**src/hdl/pmc_pkg.sv**
```systemverilog
package pmc_pkg;

  localparam int unsigned ENTRIES      = 4;
  localparam int unsigned PADDR_W      = 3;
  localparam int unsigned DATA_W       = 32;
  localparam int unsigned REG_ADDR_LSB = 2;
  localparam int unsigned PHYS_ADDR_W  = 38;
  localparam int unsigned LEN_W        = 17;
  localparam int unsigned TIME_W       = 32;
  localparam int unsigned SLOT_W       = (ENTRIES > 1) ? $clog2(ENTRIES) : 1;
  localparam int unsigned MASK_W       = ENTRIES;
  localparam int unsigned OFFSET_W     = 16;
  localparam int unsigned SHIFT_W      = 5;
  localparam int unsigned AGE_W        = 8;

  localparam logic [SHIFT_W-1:0] PAGE_SHIFT_MIN = 5'd12;
  localparam logic [SHIFT_W-1:0] PAGE_SHIFT_MAX = 5'd16;
  localparam logic [SHIFT_W-1:0] PAGE_SHIFT_RST = 5'd12;
  localparam logic [AGE_W-1:0]   AGE_LIMIT_RST  = 8'd2;

  typedef enum logic [0:0] {
    REG_PAGE_SHIFT = 1'b0,
    REG_AGE_LIMIT  = 1'b1
  } reg_idx_t;

  typedef enum logic [1:0] {
    ST_IDLE,
    ST_SCAN,
    ST_DONE
  } state_t;

  typedef struct packed {
    logic                   hit;
    logic [SLOT_W-1:0]      slot;
    logic                   evict_valid;
    logic [PHYS_ADDR_W-1:0] evicted_page;
    logic [MASK_W-1:0]      expired_mask;
    logic [OFFSET_W-1:0]    in_page_off;
    logic [LEN_W-1:0]       clamped_length;
  } resp_t;

endpackage

```
**src/hdl/pmc_req_if.sv**
```systemverilog
interface pmc_req_if;
  logic                            valid;
  logic                            ready;
  logic [pmc_pkg::PHYS_ADDR_W-1:0] byte_addr;
  logic [pmc_pkg::LEN_W-1:0]       req_length;
  logic [pmc_pkg::TIME_W-1:0]      now_seconds;

  modport source (output valid, byte_addr, req_length, now_seconds, input ready);
  modport sink   (input valid, byte_addr, req_length, now_seconds, output ready);
endinterface

```
**src/hdl/pmc_resp_if.sv**
```systemverilog
interface pmc_resp_if;
  logic                            valid;
  logic                            ready;
  logic                            hit;
  logic [pmc_pkg::SLOT_W-1:0]      slot;
  logic                            evict_valid;
  logic [pmc_pkg::PHYS_ADDR_W-1:0] evicted_page;
  logic [pmc_pkg::MASK_W-1:0]      expired_mask;
  logic [pmc_pkg::OFFSET_W-1:0]    in_page_off;
  logic [pmc_pkg::LEN_W-1:0]       clamped_length;

  modport source (output valid, hit, slot, evict_valid, evicted_page, expired_mask,
                  in_page_off, clamped_length, input ready);
  modport sink   (input valid, hit, slot, evict_valid, evicted_page, expired_mask,
                  in_page_off, clamped_length, output ready);
endinterface

```
**src/hdl/page_mapping_cache_with_expiry.sv**
```systemverilog
// Lookup: the table memory is read one entry per cycle, from entry 0 up to the hit entry
// (up to the last entry on a miss), and the result is registered after that scan, once
// any earlier result has been taken; the table is written once per request. A new
// request is accepted only after the block has returned to idle with its result written.
// Reset (rst, synchronous) clears all valid bits and the result valid flag, and sets
// the page shift to 12 and age_limit to 2; there is no clearing pass over the memory.
module page_mapping_cache_with_expiry #(
  parameter int unsigned ADDR_BITS = 38
) (
  input  logic                          clk,
  input  logic                          rst,
  pmc_req_if.sink                       req,
  pmc_resp_if.source                    resp,
  input  logic                          psel,
  input  logic                          penable,
  input  logic                          pwrite,
  input  logic [pmc_pkg::PADDR_W-1:0]   paddr,
  input  logic [pmc_pkg::DATA_W-1:0]    pwdata,
  output logic [pmc_pkg::DATA_W-1:0]    prdata,
  output logic                          pready
);
  import pmc_pkg::*;

  localparam int unsigned IDX_W = (ENTRIES > 1) ? $clog2(ENTRIES) : 1;
  localparam logic [IDX_W-1:0] LAST_IDX = IDX_W'(ENTRIES - 1);

  typedef struct packed {
    logic [ADDR_BITS-1:0] page;
    logic [TIME_W-1:0]    stamp;
  } entry_t;

  // Configuration registers
  logic [SHIFT_W-1:0] pg_shift;
  logic [AGE_W-1:0]   age_limit;
  logic               cfg_wr;
  reg_idx_t           cfg_idx;

  assign pready  = 1'b1;
  assign cfg_wr  = psel & penable & pwrite & pready;
  assign cfg_idx = reg_idx_t'(paddr[REG_ADDR_LSB]);

  always_ff @(posedge clk) begin
    if (rst) begin
      pg_shift  <= PAGE_SHIFT_RST;
      age_limit <= AGE_LIMIT_RST;
    end else if (cfg_wr) begin
      unique case (cfg_idx)
        REG_PAGE_SHIFT: pg_shift  <= pwdata[SHIFT_W-1:0];
        REG_AGE_LIMIT:  age_limit <= pwdata[AGE_W-1:0];
      endcase
    end
  end

  always_comb begin
    unique case (cfg_idx)
      REG_PAGE_SHIFT: prdata = DATA_W'(pg_shift);
      REG_AGE_LIMIT:  prdata = DATA_W'(age_limit);
    endcase
  end

  // Request decode: page, in-page offset and clamped length
  logic [SHIFT_W-1:0]   shift_eff;
  logic [LEN_W-1:0]     offset_mask;
  logic [63:0]          addr_ext;
  logic [ADDR_BITS-1:0] addr_w;
  logic [LEN_W-1:0]     req_offset;
  logic [LEN_W-1:0]     room;
  logic [ADDR_BITS-1:0] req_page;
  logic [LEN_W-1:0]     req_len_c;

  always_comb begin
    if (pg_shift < PAGE_SHIFT_MIN) begin
      shift_eff = PAGE_SHIFT_MIN;
    end else if (pg_shift > PAGE_SHIFT_MAX) begin
      shift_eff = PAGE_SHIFT_MAX;
    end else begin
      shift_eff = pg_shift;
    end
    offset_mask = (LEN_W'(1) << shift_eff) - LEN_W'(1);
    addr_ext    = 64'(req.byte_addr);
    addr_w      = addr_ext[ADDR_BITS-1:0];
    req_offset  = addr_w[LEN_W-1:0] & offset_mask;
    req_page    = addr_w & ~ADDR_BITS'(offset_mask);
    room        = offset_mask - req_offset + LEN_W'(1);
    req_len_c   = (req.req_length > room) ? room : req.req_length;
  end

  // Table memory: page and timestamp per entry, valid bits in flip-flops
  entry_t             mem [ENTRIES];
  entry_t             rd_entry;
  logic [IDX_W-1:0]   rd_addr;
  logic               mem_we;
  logic [IDX_W-1:0]   wr_addr;
  entry_t             wr_entry;
  logic [ENTRIES-1:0] valid, valid_next;

  always_ff @(posedge clk) begin
    if (mem_we) begin
      mem[wr_addr] <= wr_entry;
    end
    rd_entry <= mem[rd_addr];
  end

  // Scan state
  state_t               state, state_next;
  logic [IDX_W-1:0]     idx, idx_next;
  logic                 hit, hit_next;
  logic [IDX_W-1:0]     slot_idx, slot_idx_next;
  logic                 free_found, free_found_next;
  logic [IDX_W-1:0]     free_idx, free_idx_next;
  logic [IDX_W-1:0]     lru_idx, lru_idx_next;
  logic [TIME_W-1:0]    oldest_age, oldest_age_next;
  logic [ADDR_BITS-1:0] oldest_page, oldest_page_next;
  logic [ENTRIES-1:0]   expired, expired_next;
  logic [ADDR_BITS-1:0] cur_page, cur_page_next;
  logic [TIME_W-1:0]    cur_now, cur_now_next;
  logic [OFFSET_W-1:0]  cur_offset, cur_offset_next;
  logic [LEN_W-1:0]     cur_len, cur_len_next;
  logic                 out_valid, out_valid_next;
  resp_t                out_reg, out_next;

  logic [TIME_W-1:0]    age;
  logic                 ent_valid;
  logic                 ent_hit;
  logic [IDX_W-1:0]     slot_sel;
  logic                 evict;
  logic [63:0]          evict_ext;

  assign age       = cur_now - rd_entry.stamp;
  assign ent_valid = valid[idx];
  assign ent_hit   = ent_valid && (rd_entry.page == cur_page);
  assign evict_ext = 64'(oldest_page);

  always_comb begin
    state_next       = state;
    idx_next         = idx;
    hit_next         = hit;
    slot_idx_next    = slot_idx;
    free_found_next  = free_found;
    free_idx_next    = free_idx;
    lru_idx_next     = lru_idx;
    oldest_age_next  = oldest_age;
    oldest_page_next = oldest_page;
    expired_next     = expired;
    cur_page_next    = cur_page;
    cur_now_next     = cur_now;
    cur_offset_next  = cur_offset;
    cur_len_next     = cur_len;
    valid_next       = valid;
    out_valid_next   = out_valid && !resp.ready;
    out_next         = out_reg;
    req.ready        = (state == ST_IDLE);
    rd_addr          = '0;
    mem_we           = 1'b0;
    wr_addr          = '0;
    wr_entry         = '{page: cur_page, stamp: cur_now};
    slot_sel         = hit ? slot_idx : (free_found ? free_idx : lru_idx);
    evict            = !hit && !free_found && valid[lru_idx];

    unique case (state)
      ST_IDLE: begin
        if (req.valid) begin
          state_next       = ST_SCAN;
          idx_next         = '0;
          hit_next         = 1'b0;
          slot_idx_next    = '0;
          free_found_next  = 1'b0;
          free_idx_next    = '0;
          lru_idx_next     = '0;
          oldest_age_next  = '0;
          oldest_page_next = '0;
          expired_next     = '0;
          cur_page_next    = req_page;
          cur_now_next     = req.now_seconds;
          cur_offset_next  = req_offset[OFFSET_W-1:0];
          cur_len_next     = req_len_c;
        end
      end

      ST_SCAN: begin
        rd_addr = (idx == LAST_IDX) ? '0 : idx + IDX_W'(1);
        if (ent_hit) begin
          hit_next      = 1'b1;
          slot_idx_next = idx;
          state_next    = ST_DONE;
        end else begin
          if (ent_valid) begin
            // Entry 0 seeds the oldest tracker so its page is known if it is evicted.
            if ((age > oldest_age) || (idx == '0)) begin
              oldest_age_next  = age;
              lru_idx_next     = idx;
              oldest_page_next = rd_entry.page;
            end
            if (age > TIME_W'(age_limit)) begin
              expired_next[idx] = 1'b1;
              free_found_next   = 1'b1;
              free_idx_next     = idx;
            end
          end else if (!free_found) begin
            free_found_next = 1'b1;
            free_idx_next   = idx;
          end
          if (idx == LAST_IDX) begin
            state_next = ST_DONE;
          end else begin
            idx_next = idx + IDX_W'(1);
          end
        end
      end

      ST_DONE: begin
        if (!out_valid || resp.ready) begin
          mem_we     = 1'b1;
          wr_addr    = slot_sel;
          valid_next = valid & ~expired;
          if (!hit) begin
            valid_next[slot_sel] = 1'b1;
          end
          out_valid_next          = 1'b1;
          out_next.hit            = hit;
          out_next.slot           = SLOT_W'(slot_sel);
          out_next.evict_valid    = evict;
          out_next.evicted_page   = evict ? evict_ext[PHYS_ADDR_W-1:0] : '0;
          out_next.expired_mask   = MASK_W'(expired);
          out_next.in_page_off    = cur_offset;
          out_next.clamped_length = cur_len;
          state_next              = ST_IDLE;
        end
      end

      default: state_next = ST_IDLE;
    endcase
  end

  always_ff @(posedge clk) begin
    if (rst) begin
      state     <= ST_IDLE;
      valid     <= '0;
      out_valid <= 1'b0;
    end else begin
      state     <= state_next;
      valid     <= valid_next;
      out_valid <= out_valid_next;
    end
  end

  always_ff @(posedge clk) begin
    idx         <= idx_next;
    hit         <= hit_next;
    slot_idx    <= slot_idx_next;
    free_found  <= free_found_next;
    free_idx    <= free_idx_next;
    lru_idx     <= lru_idx_next;
    oldest_age  <= oldest_age_next;
    oldest_page <= oldest_page_next;
    expired     <= expired_next;
    cur_page    <= cur_page_next;
    cur_now     <= cur_now_next;
    cur_offset  <= cur_offset_next;
    cur_len     <= cur_len_next;
    out_reg     <= out_next;
  end

  assign resp.valid          = out_valid;
  assign resp.hit            = out_reg.hit;
  assign resp.slot           = out_reg.slot;
  assign resp.evict_valid    = out_reg.evict_valid;
  assign resp.evicted_page   = out_reg.evicted_page;
  assign resp.expired_mask   = out_reg.expired_mask;
  assign resp.in_page_off    = out_reg.in_page_off;
  assign resp.clamped_length = out_reg.clamped_length;

endmodule

```
**src/flat_wrapper.sv**
```systemverilog
// flat-port wrapper written by rule: the top's interface ports become plain ports
module page_mapping_cache_with_expiry_flat import pmc_pkg::*;
#(
  parameter int unsigned ADDR_BITS = 38
)
  (clk, rst, psel, penable, pwrite, paddr, pwdata, prdata, pready, req_valid, req_byte_addr, req_req_length, req_now_seconds, req_ready, resp_valid, resp_hit, resp_slot, resp_evict_valid, resp_evicted_page, resp_expired_mask, resp_in_page_off, resp_clamped_length, resp_ready);
  pmc_req_if req_i ();
  pmc_resp_if resp_i ();
  input  logic clk;
  input  logic rst;
  input  logic psel;
  input  logic penable;
  input  logic pwrite;
  input  logic [pmc_pkg::PADDR_W-1:0] paddr;
  input  logic [pmc_pkg::DATA_W-1:0] pwdata;
  output logic [pmc_pkg::DATA_W-1:0] prdata;
  output logic pready;
  input wire logic [$bits(req_i.valid)-1:0] req_valid;
  input wire logic [$bits(req_i.byte_addr)-1:0] req_byte_addr;
  input wire logic [$bits(req_i.req_length)-1:0] req_req_length;
  input wire logic [$bits(req_i.now_seconds)-1:0] req_now_seconds;
  output wire logic [$bits(req_i.ready)-1:0] req_ready;
  output wire logic [$bits(resp_i.valid)-1:0] resp_valid;
  output wire logic [$bits(resp_i.hit)-1:0] resp_hit;
  output wire logic [$bits(resp_i.slot)-1:0] resp_slot;
  output wire logic [$bits(resp_i.evict_valid)-1:0] resp_evict_valid;
  output wire logic [$bits(resp_i.evicted_page)-1:0] resp_evicted_page;
  output wire logic [$bits(resp_i.expired_mask)-1:0] resp_expired_mask;
  output wire logic [$bits(resp_i.in_page_off)-1:0] resp_in_page_off;
  output wire logic [$bits(resp_i.clamped_length)-1:0] resp_clamped_length;
  input wire logic [$bits(resp_i.ready)-1:0] resp_ready;
  assign req_i.valid = req_valid;
  assign req_i.byte_addr = req_byte_addr;
  assign req_i.req_length = req_req_length;
  assign req_i.now_seconds = req_now_seconds;
  assign req_ready = req_i.ready;
  assign resp_valid = resp_i.valid;
  assign resp_hit = resp_i.hit;
  assign resp_slot = resp_i.slot;
  assign resp_evict_valid = resp_i.evict_valid;
  assign resp_evicted_page = resp_i.evicted_page;
  assign resp_expired_mask = resp_i.expired_mask;
  assign resp_in_page_off = resp_i.in_page_off;
  assign resp_clamped_length = resp_i.clamped_length;
  assign resp_i.ready = resp_ready;
  page_mapping_cache_with_expiry #(.ADDR_BITS(ADDR_BITS)) u_core (.clk(clk), .rst(rst), .req(req_i), .resp(resp_i), .psel(psel), .penable(penable), .pwrite(pwrite), .paddr(paddr), .pwdata(pwdata), .prdata(prdata), .pready(pready));
endmodule
```
**config.mk**
```make
export PLATFORM = sky130hd
export DESIGN_NAME = page_mapping_cache_with_expiry_flat
export DESIGN_NICKNAME = d
export VERILOG_FILES = /design/src/hdl/pmc_pkg.sv /design/src/hdl/pmc_req_if.sv /design/src/hdl/pmc_resp_if.sv /design/src/hdl/page_mapping_cache_with_expiry.sv /design/src/flat_wrapper.sv
export SDC_FILE = /design/constraint.sdc
export NUM_CORES = 1
export LEC_CHECK = 0
export ABC_AREA = 1
export BUFFER_PORTS_ARGS = -buffer_cell sky130_fd_sc_hd__buf_2
export CAP_MARGIN = 40
export CORE_AREA = 2 2 238 287
export DETAILED_ROUTE_END_ITERATION = 16
export DIE_AREA = 0 0 240 289
export GPL_TIMING_DRIVEN = 0
export MAX_ROUTING_LAYER = met4
export SYNTH_ARGS = -nofsm -noshare
export SYNTH_HDL_FRONTEND = slang
export SYNTH_SLANG_ARGS = --single-unit
export TNS_END_PERCENT = 10
```
**constraint.sdc**
```tcl
create_clock -name clk -period 12.42 [get_ports clk]
set_input_delay 0.621 -clock clk [delete_from_list [all_inputs] [get_ports clk]]
set_output_delay 0.621 -clock clk [all_outputs]
set_load 0.05 [all_outputs]
```
==> results by group, run 1 <==
Detailed routing
  – First DRT Iteration DRCs: 1275
  – Vias per std cell: about 5
  – Wirelength per Cell: approximately 18 um
  – Vias: 18700
  – Total wire length: ~69 mm
  – First drt pass iteration count: 5
  – Antenna-violating nets left: 0
  – Post-route DRC: 0

Timing
  – Final Hold Viols: 0
  – Final Cycle Share: 0.441
  – Worst slew pin tran: 0.849 ns
  – Max-slew violation count: 0
  – Final Critical Period: approximately 5.5 ns
  – Worst slew margin: 0.433
  – Max Clock Skew: roughly 0.028 ns
  – Number of setup violations in the final report: 0
  – Post-layout worst setup margin: slightly below 7 ns
  – RSZ-0062 raised after global routing: no
  – FMAX: 183 MHz

Run
  – MaxCap Viol Count: 0

Synth
  – Ys async rst share: 0
  – Top cell type's share of synthesized area: 0.591
  – Commonest register cell after synthesis: edfxtp_1
  – Synth Instances: between 2000 and 3000
  – Seq/Total Area, Yosys: 0.656
  – Yosys Warn Count: 0
  – Post-synth EDFFs: 546
  – Post-Syn Area per Cell: around 11 sq um
  – Synthesized cell area: ~28000 sq um
  – Netlist cell types: 45
  – #FFs+latches synth: ~640
  – Post-synth top area cell: edfxtp_1
  – Top cells by area, synth: edfxtp_1 (59%), dfxtp_1 (6.5%), nor2_1 (5.9%)

Cells and area
  – Multi-input logic area: 7740 sq um
  – Final nets: around 3100
  – Filler instances: between 6000 and 7000
  – Layout cells sized above 1: 0.139
  – Non-filler cells, final: ~3800
  – Finished Core Util: 0.494
  – Finished Cell Area: 32900 sq um
  – Layout area overhead: 18.6%
  – Register area: approximately 18000 sq um

Setup path
  – WP data required: between 10 and 15 ns
  – Worst Setup Path Type: flop to flop
  – Crit path DAT: between 5 and 6 ns
  – Worst Path Max Fanout: 25
  – Crit path largest cell delay: 0.61 ns
  – Most frequent cell on the critical path: nand2_1
  – Critical path capture point type: flop
  – Crit-path slowest cell: a21oi_4
  – CP Launch Type: flop
  – FF-to-FF path depth: 24
  – Reg2Reg Setup Slack: around 6.9 ns
  – Crit-path cells: inv_1 -> ha_1 -> inv_1 -> fa_1 -> nand3_1 -> nand3_1 -> nand2_1 -> nand2_1 -> nand2_1 -> nand2_1 -> nand2_1 -> nand3_1 -> nand2_1 -> inv_1 -> ha_1 -> nand4_1 -> nor3_1 -> nor4b_1 -> o21ai_0 -> nand2_1 -> a21oi_1 -> a21oi_4 -> buf_16 -> buf_12

Place
  – Post-DP HPWL: just under 50 mm
  – IO Port Bufs: 190
  – Post-DP Area: 30500 sq um
  – DP Worst Slack: 6.98 ns
  – Placed Cells: 3693
  – GP Congestion: approximately 0.87

Clock network
  – Longest Clk Path Bufs: 3
  – Number of clock sinks: about 640
  – Clock latency at the later pin of the worst-skew pair: between 0.6 and 0.7 ns
  – CTS clk-pin slew, worst paths: roughly 0.060 ns
  – CTS Buf Count: 70
  – Hold_buf cts: 0
  – # Post-CTS Setup Buffers: 0
  – CTS resizes: 0
  – CTS H-Tree Depth: 3
  – Root Buffer: clkbuf_16
  – CTS tree: built

Global routing
  – Total gr overflow: 0
  – First-pass GRT wire length: 105 mm
  – Gr usage total: 0.206
  – Largest net degree at the start of global routing: 60
  – Initial antenna violation count: 4
  – Number of global-route vias before repair: approximately 19000

Floorplan
  – DIE WIDTH: roughly 240 um
  – Initial Util: 0.417
  – Rows: ~100
  – Full die area: 69400 sq um
  – Die Ht: between 200 and 300 um
  – Core area: around 67000 sq um
  – I/O pins: between 200 and 250

Min path
  – Worst Hold Class: input pin to flop
  – Hold path depth: 1

Power and ir drop
  – Leak: 13.7 nW
  – IR drop worst, VDD: ~96 uV
  – P per Cell Area: ~170 nW/um^2

Status
  – Status: complete, no violations
==> flip-flops by register name (all words and copies together), names as in the netlist, 4 cells and up <==
name,count
u_core.cur_offset,16
u_core.resp.clamped_length,17
u_core.resp.in_page_off,16
u_core.resp.evicted_page,38
u_core.pg_shift,5
u_core.rd_entry,70
u_core.resp.expired_mask,4
u_core.cur_now,32
u_core.valid,4
u_core.oldest_age,32
u_core.age_limit,8
u_core.cur_page,38
u_core.cur_len,17
u_core.mem,280
u_core.expired,4
u_core.oldest_page,38
==> layout make-up <==
| type | instances | area share |
|---|---|---|
| Antenna cell | 4 | 0.000304 |
| Buffer | 102 | 0.0163 |
| Clock buffer | 94 | 0.0604 |
| Clock inverter | 36 | 0.0133 |
| Inverter | 385 | 0.0441 |
| Multi-Input combinational cell | 1459 | 0.235 |
| Sequential cell | 636 | 0.553 |
| Tap cell | 901 | 0.0343 |
| Timing Repair Buffer | 210 | 0.0429 |
==> per-stage QoR <==
stage / setup TNS, ns / hold WS [ns] / total power [mW]
floorplan: 0 / 0.400 / 3.31
global placement: -318.85 / 0.404 / 3.61
detailed placement: 0 / 0.405 / 3.64
CTS: 0 / 0.146 / 5.81
global route: 0 / 0.162 / 6.04
finish: 0 / 0.181 / 5.75
==> cells by family after synthesis <==
family,Yosys count,synth area share
simple gates,979,0.144
xor+xnor,47,0.0148
flops,636,0.656
compound gates,288,0.0638
mux,1,0.000361
other cells,2,0.000271
buf+inv,487,0.0714
fa+ha+maj,109,0.0497
==> synth_stat cells, types with 2 or more instances <==
master and number:
inv_1 382, and2_1 2, o21bai_1 7, or2_2 12, dfxtp_1 90, clkbuf_1 56, fa_1 2, nor3_1 11
nand3b_1 11, nand4_1 19, a21oi_1 88, edfxtp_1 546, nand3_2 3, xor2_1 23, a31oi_1 4, xnor2_1 24
o221ai_1 2, o21ai_0 101, nor4_1 7, nand2_4 2, buf_2 12, inv_2 3, nor2_2 4, a21o_1 2
o21ai_1 3, ha_1 107, o31ai_1 2, nand3_1 78, nand2_1 392, o21a_1 4, buf_4 32, nor2_1 433
o32ai_1 70, nand2_2 3, conb_1 2
==> power breakdown <==
group | internal (mW) | leakage (nW) | switching [mW]
Combinational | 0.345 | 6.65 | 0.687
Clock | 1.29 | 1.19 | 0.865
Sequential | 2.50 | 5.83 | 0.0705
==> layer usage <==
layer	track usage	part of all wire
met4	0.0745	0.027
met5	-	0
met2	0.352	0.50
met3	0.0340	0.052
met1	0.245	0.42
==> worst max-delay path: cells and delay by family (launching register included) <==
family	cells	cell delay, ns
AO/OA/AOI/OAI	3	0.90
adder cells (fa/ha/maj)	3	0.91
flip-flops	1	0.46
AND/OR/NAND/NOR	13	2.20
buffers and inverters	5	0.69
==> final timing paths <==
check	start	end
worst max-delay path	u_core.cur_now[0]$_DFFE_PP_	u_core.oldest_page[34]$_SDFFCE_PN0P_
worst min-delay path	req_byte_addr[24]	u_core.cur_page[24]$_DFFE_PP_
worst max register to register	u_core.cur_now[0]$_DFFE_PP_	u_core.oldest_page[34]$_SDFFCE_PN0P_
worst min register to register	u_core.cur_len[15]$_DFFE_PP_	u_core.resp.clamped_length[15]$_DFFE_PP_
==> cells in the final DEF (no fill, tap or decap), drive strengths merged, types with 24 or more instances in the layout <==
master and n:
ha 107, o21ai 105, nand2 397, nor2 438, xnor2 24, buf 256
edfxtp 546, nand3 81, o32ai 70, a21oi 89, conb 35, dfxtp 90
inv 392, clkbuf 150
Power figures use the tool's default switching activity.
==> run 2, diff against run 1 <==
==> constraint.sdc (replaced) <==
create_clock -name clk -period 5.7 [get_ports clk]
set_input_delay 0.285 -clock clk [delete_from_list [all_inputs] [get_ports clk]]
set_output_delay 0.285 -clock clk [all_outputs]
set_load 0.05 [all_outputs]
==> run 2 against run 1 <==
- final area increased by 2.1%
- sequential share of layout area is 1.2 points lower
- critical endpoint is now u_core.oldest_page[1]$_SDFFCE_PN0P_
- global-route usage about the same
- via count rose by 2.2%
- first-iteration DRC count is 1.6% higher
- clock power increased by 110%
- count of clock-buffer cells in the layout decreased by 3
- critical path type unchanged
- register-to-register slack lost 6.3 ns
- sequential power grew 120%
- non-clock buffer count up 88
- cell count increased by 2.1%
- hold slack got worse by 0.15 ns
==> results by group, run 2 (synthesis gave the netlist of run 1 again) <==
Power and ir drop
  – Internal power: 8.86 mW (+110%)
  – Flop pwr share: 0.454 (+0.008)
  – Comb pwr share: 0.186 (+0.007)
  – Leak: 14.0 nW (+2.0%)
  – P per Cell Area: 366 nW/um^2 (+110%)
  – Switching Fraction: 0.281 (-0.00155)
  – Pwr Total: 12.3 mW (+110%)
  – IR drop worst, VDD: 193 uV (+100%)
  – Clock Power Share: 0.360 (-0.014)
  – Psw: 3.46 mW (+110%)

Timing
  – Number of setup violations in the final report: 0 (unchanged)
  – Final Critical Period: 5.08 ns (-0.394 ns)
  – FMAX: 197 MHz (+7.8%)
  – Hold_ws: 0.0334 ns (-0.147 ns)
  – Final Hold Viols: 0 (unchanged)
  – RSZ-0062 raised after global routing: no
  – Worst slew margin: 0.464 (+0.0312)
  – Final Cycle Share: 0.891 (+0.451)
  – Worst slew pin tran: 0.795 ns (-0.0531 ns)
  – Max-slew violation count: 0 (unchanged)
  – Max Clock Skew: 0.0228 ns (-0.00470 ns)

Global routing
  – Largest net degree at the start of global routing: 72 (+20%)
  – Gr usage total: 0.205 (about the same)
  – First-pass GRT wire length: 105 mm (-0.33%)
  – Initial antenna violation count: 4 (unchanged)
  – Number of global-route vias before repair: 19100 (-0.58%)
  – Total gr overflow: 0 (unchanged)

Cells and area
  – Layout cells sized above 1: 0.131 (-0.00841)
  – Top Registers: u_core.mem x280, u_core.rd_entry x70
  – Most common cell after layout, fill and taps aside: edfxtp_1
  – Non-filler cells, final: 3908 (+2.1%)
  – Finished Core Util: 0.504 (+0.0106)
  – Final nets: 3187 (+2.7%)
  – Commonest cells after routing, fill and taps aside: edfxtp_1 (546), nor2_1 (428), nand2_1 (392)
  – Biggest register: u_core.mem
  – Layout area overhead: 21.1%
  – Number of flip-flops under the largest register name: 280 (unchanged)

Detailed routing
  – Post-route DRC: 0 (unchanged)
  – Antenna-violating nets left: 0 (unchanged)
  – First drt pass iteration count: 5 (unchanged)
  – Vias per std cell: 4.89 (about the same)
  – Vias: 19100 (+2.2%)
  – First DRT Iteration DRCs: 1295 (+1.6%)
  – Total wire length: 69.4 mm (+0.55%)
  – Wirelength per Cell: 17.7 um (-1.5%)

Setup path
  – Worst Path Max Fanout: 21 (-16%)
  – RR Startpoint: u_core.cur_now[0]$_DFFE_PP_
  – Reg2Reg Setup Slack: 0.62 ns (-6.33 ns)
  – Worst Setup Path Type: flop to flop
  – Launch point of the worst path: u_core.cur_now[0]$_DFFE_PP_
  – WP data required: 6.00 ns (-6.73 ns)
  – Critical path capture point type: flop
  – CP Launch Type: flop
  – Crit path DAT: 5.38 ns (-0.40 ns)

Floorplan
  – Core area: 66600 sq um (unchanged)
  – DIE WIDTH: 240 um (unchanged)
  – Rows: 104 (unchanged)
  – I/O pins: 243 (unchanged)
  – Die Ht: 289 um (unchanged)
  – Full die area: 69400 sq um (unchanged)
  – Initial Util: 0.417 (unchanged)

Place
  – Post-DP HPWL: 49.6 mm (-0.12%)
  – IO Port Bufs: 190 (unchanged)
  – Placed Cells: 3693 (unchanged)
  – GP Congestion: 0.918 (+5.9%)

Status
  – Status: complete, no violations

Clock network
  – Number of clock sinks: 636 (unchanged)
  – CTS tree: built
  – CTS H-Tree Depth: 3 (unchanged)
  – Root Buffer: clkbuf_16
  – Clock latency at the later pin of the worst-skew pair: 0.60 ns (-0.02 ns)
  – CTS Buf Count: 67 (-4.3%)
  – Longest Clk Path Bufs: 3 (unchanged)
  – CTS clk-pin slew, worst paths: 0.06 ns (about the same)

Run
  – MaxCap Viol Count: 0 (unchanged)

Min path
  – Worst Hold Class: input pin to flop
  – Hold Startpoint: req_byte_addr[2]
[run 2: final cells by class]
class	count	area (sq um)
multi-input combinational	1459	7740
timing repair buffer	298	2310
inverter	385	1450
fill	5931	33000
tap	901	1130
buffer	102	537
antenna	4	10.0
clock inverter	32	365
clock buffer	91	1860
sequential	636	18200
[run 2: power by group through the flow]
stage	clock, mW	combinational, mW	sequential, mW
2_1_floorplan	0	1.53	5.67
6_report	4.44	2.29	5.59
3_5_place_dp	0	2.24	5.68
5_1_grt	4.70	2.59	5.62
3_3_place_gp	0	2.14	5.70
4_1_cts	4.53	2.30	5.59
[run 2: critical path, stage by stage, from the launching register on]
cell      delay, ns
edfxtp_1       0.47
inv_1          0.09
ha_1           0.15
inv_1          0.09
fa_1           0.46
nand3_1        0.12
nand3_1        0.17
nand2_1        0.10
nand2_1        0.15
nand2_1        0.12
nand2_1        0.08
nand2_1        0.14
nand3_1        0.10
nand2_1        0.15
inv_1          0.06
ha_1           0.28
nand4_1        0.10
nor3_1         0.28
nor4b_1        0.46
o21ai_0        0.18
nand2_1        0.12
a21oi_1        0.10
a21oi_4        0.19
buf_16         0.20
buf_16         0.19
buf_16         0.19
[run 2: stage by stage]
stage / worst slack (ns) / cell area [sq um] / TNS (ns)
4_1_cts: 0.117 / 33600 / 0
2_1_floorplan: -1.07 / 27900 / -189.25
6_report: 0.619 / 33600 / 0
3_5_place_dp: 0.148 / 30500 / 0
5_1_grt: 0.152 / 33600 / 0
3_3_place_gp: -5.55 / 30000 / -1460.51
[run 2: worst paths after layout]
path,to,cells after the start
max,u_core.oldest_page[1]$_SDFFCE_PN0P_,25
min,u_core.cur_offset[2]$_DFFE_PP_,3
max reg2reg,u_core.oldest_page[1]$_SDFFCE_PN0P_,25
min reg2reg,u_core.resp.clamped_length[0]$_DFFE_PP_,0
[run 2: metal layers]
| metal | GRT usage | wire (um) | up-vias |
|---|---|---|---|
| met3 | 0.0344 | 4070 | 132 |
| met1 | 0.251 | 29400 | 9173 |
| met2 | 0.344 | 33700 | 509 |
| met4 | 0.0748 | 2200 | 0 |
| met5 | - | 0 | - |
| li1 | - | - | 9299 |
[run 2: what timing repair did]
item / in CTS / in global routing
hold buffers: 87 / 0
buffers inserted: 0 / 1
gates resized for setup: 0 / 0
endpoints found under the hold margin: 93 / 0
endpoints found under the setup margin: 0 / 40
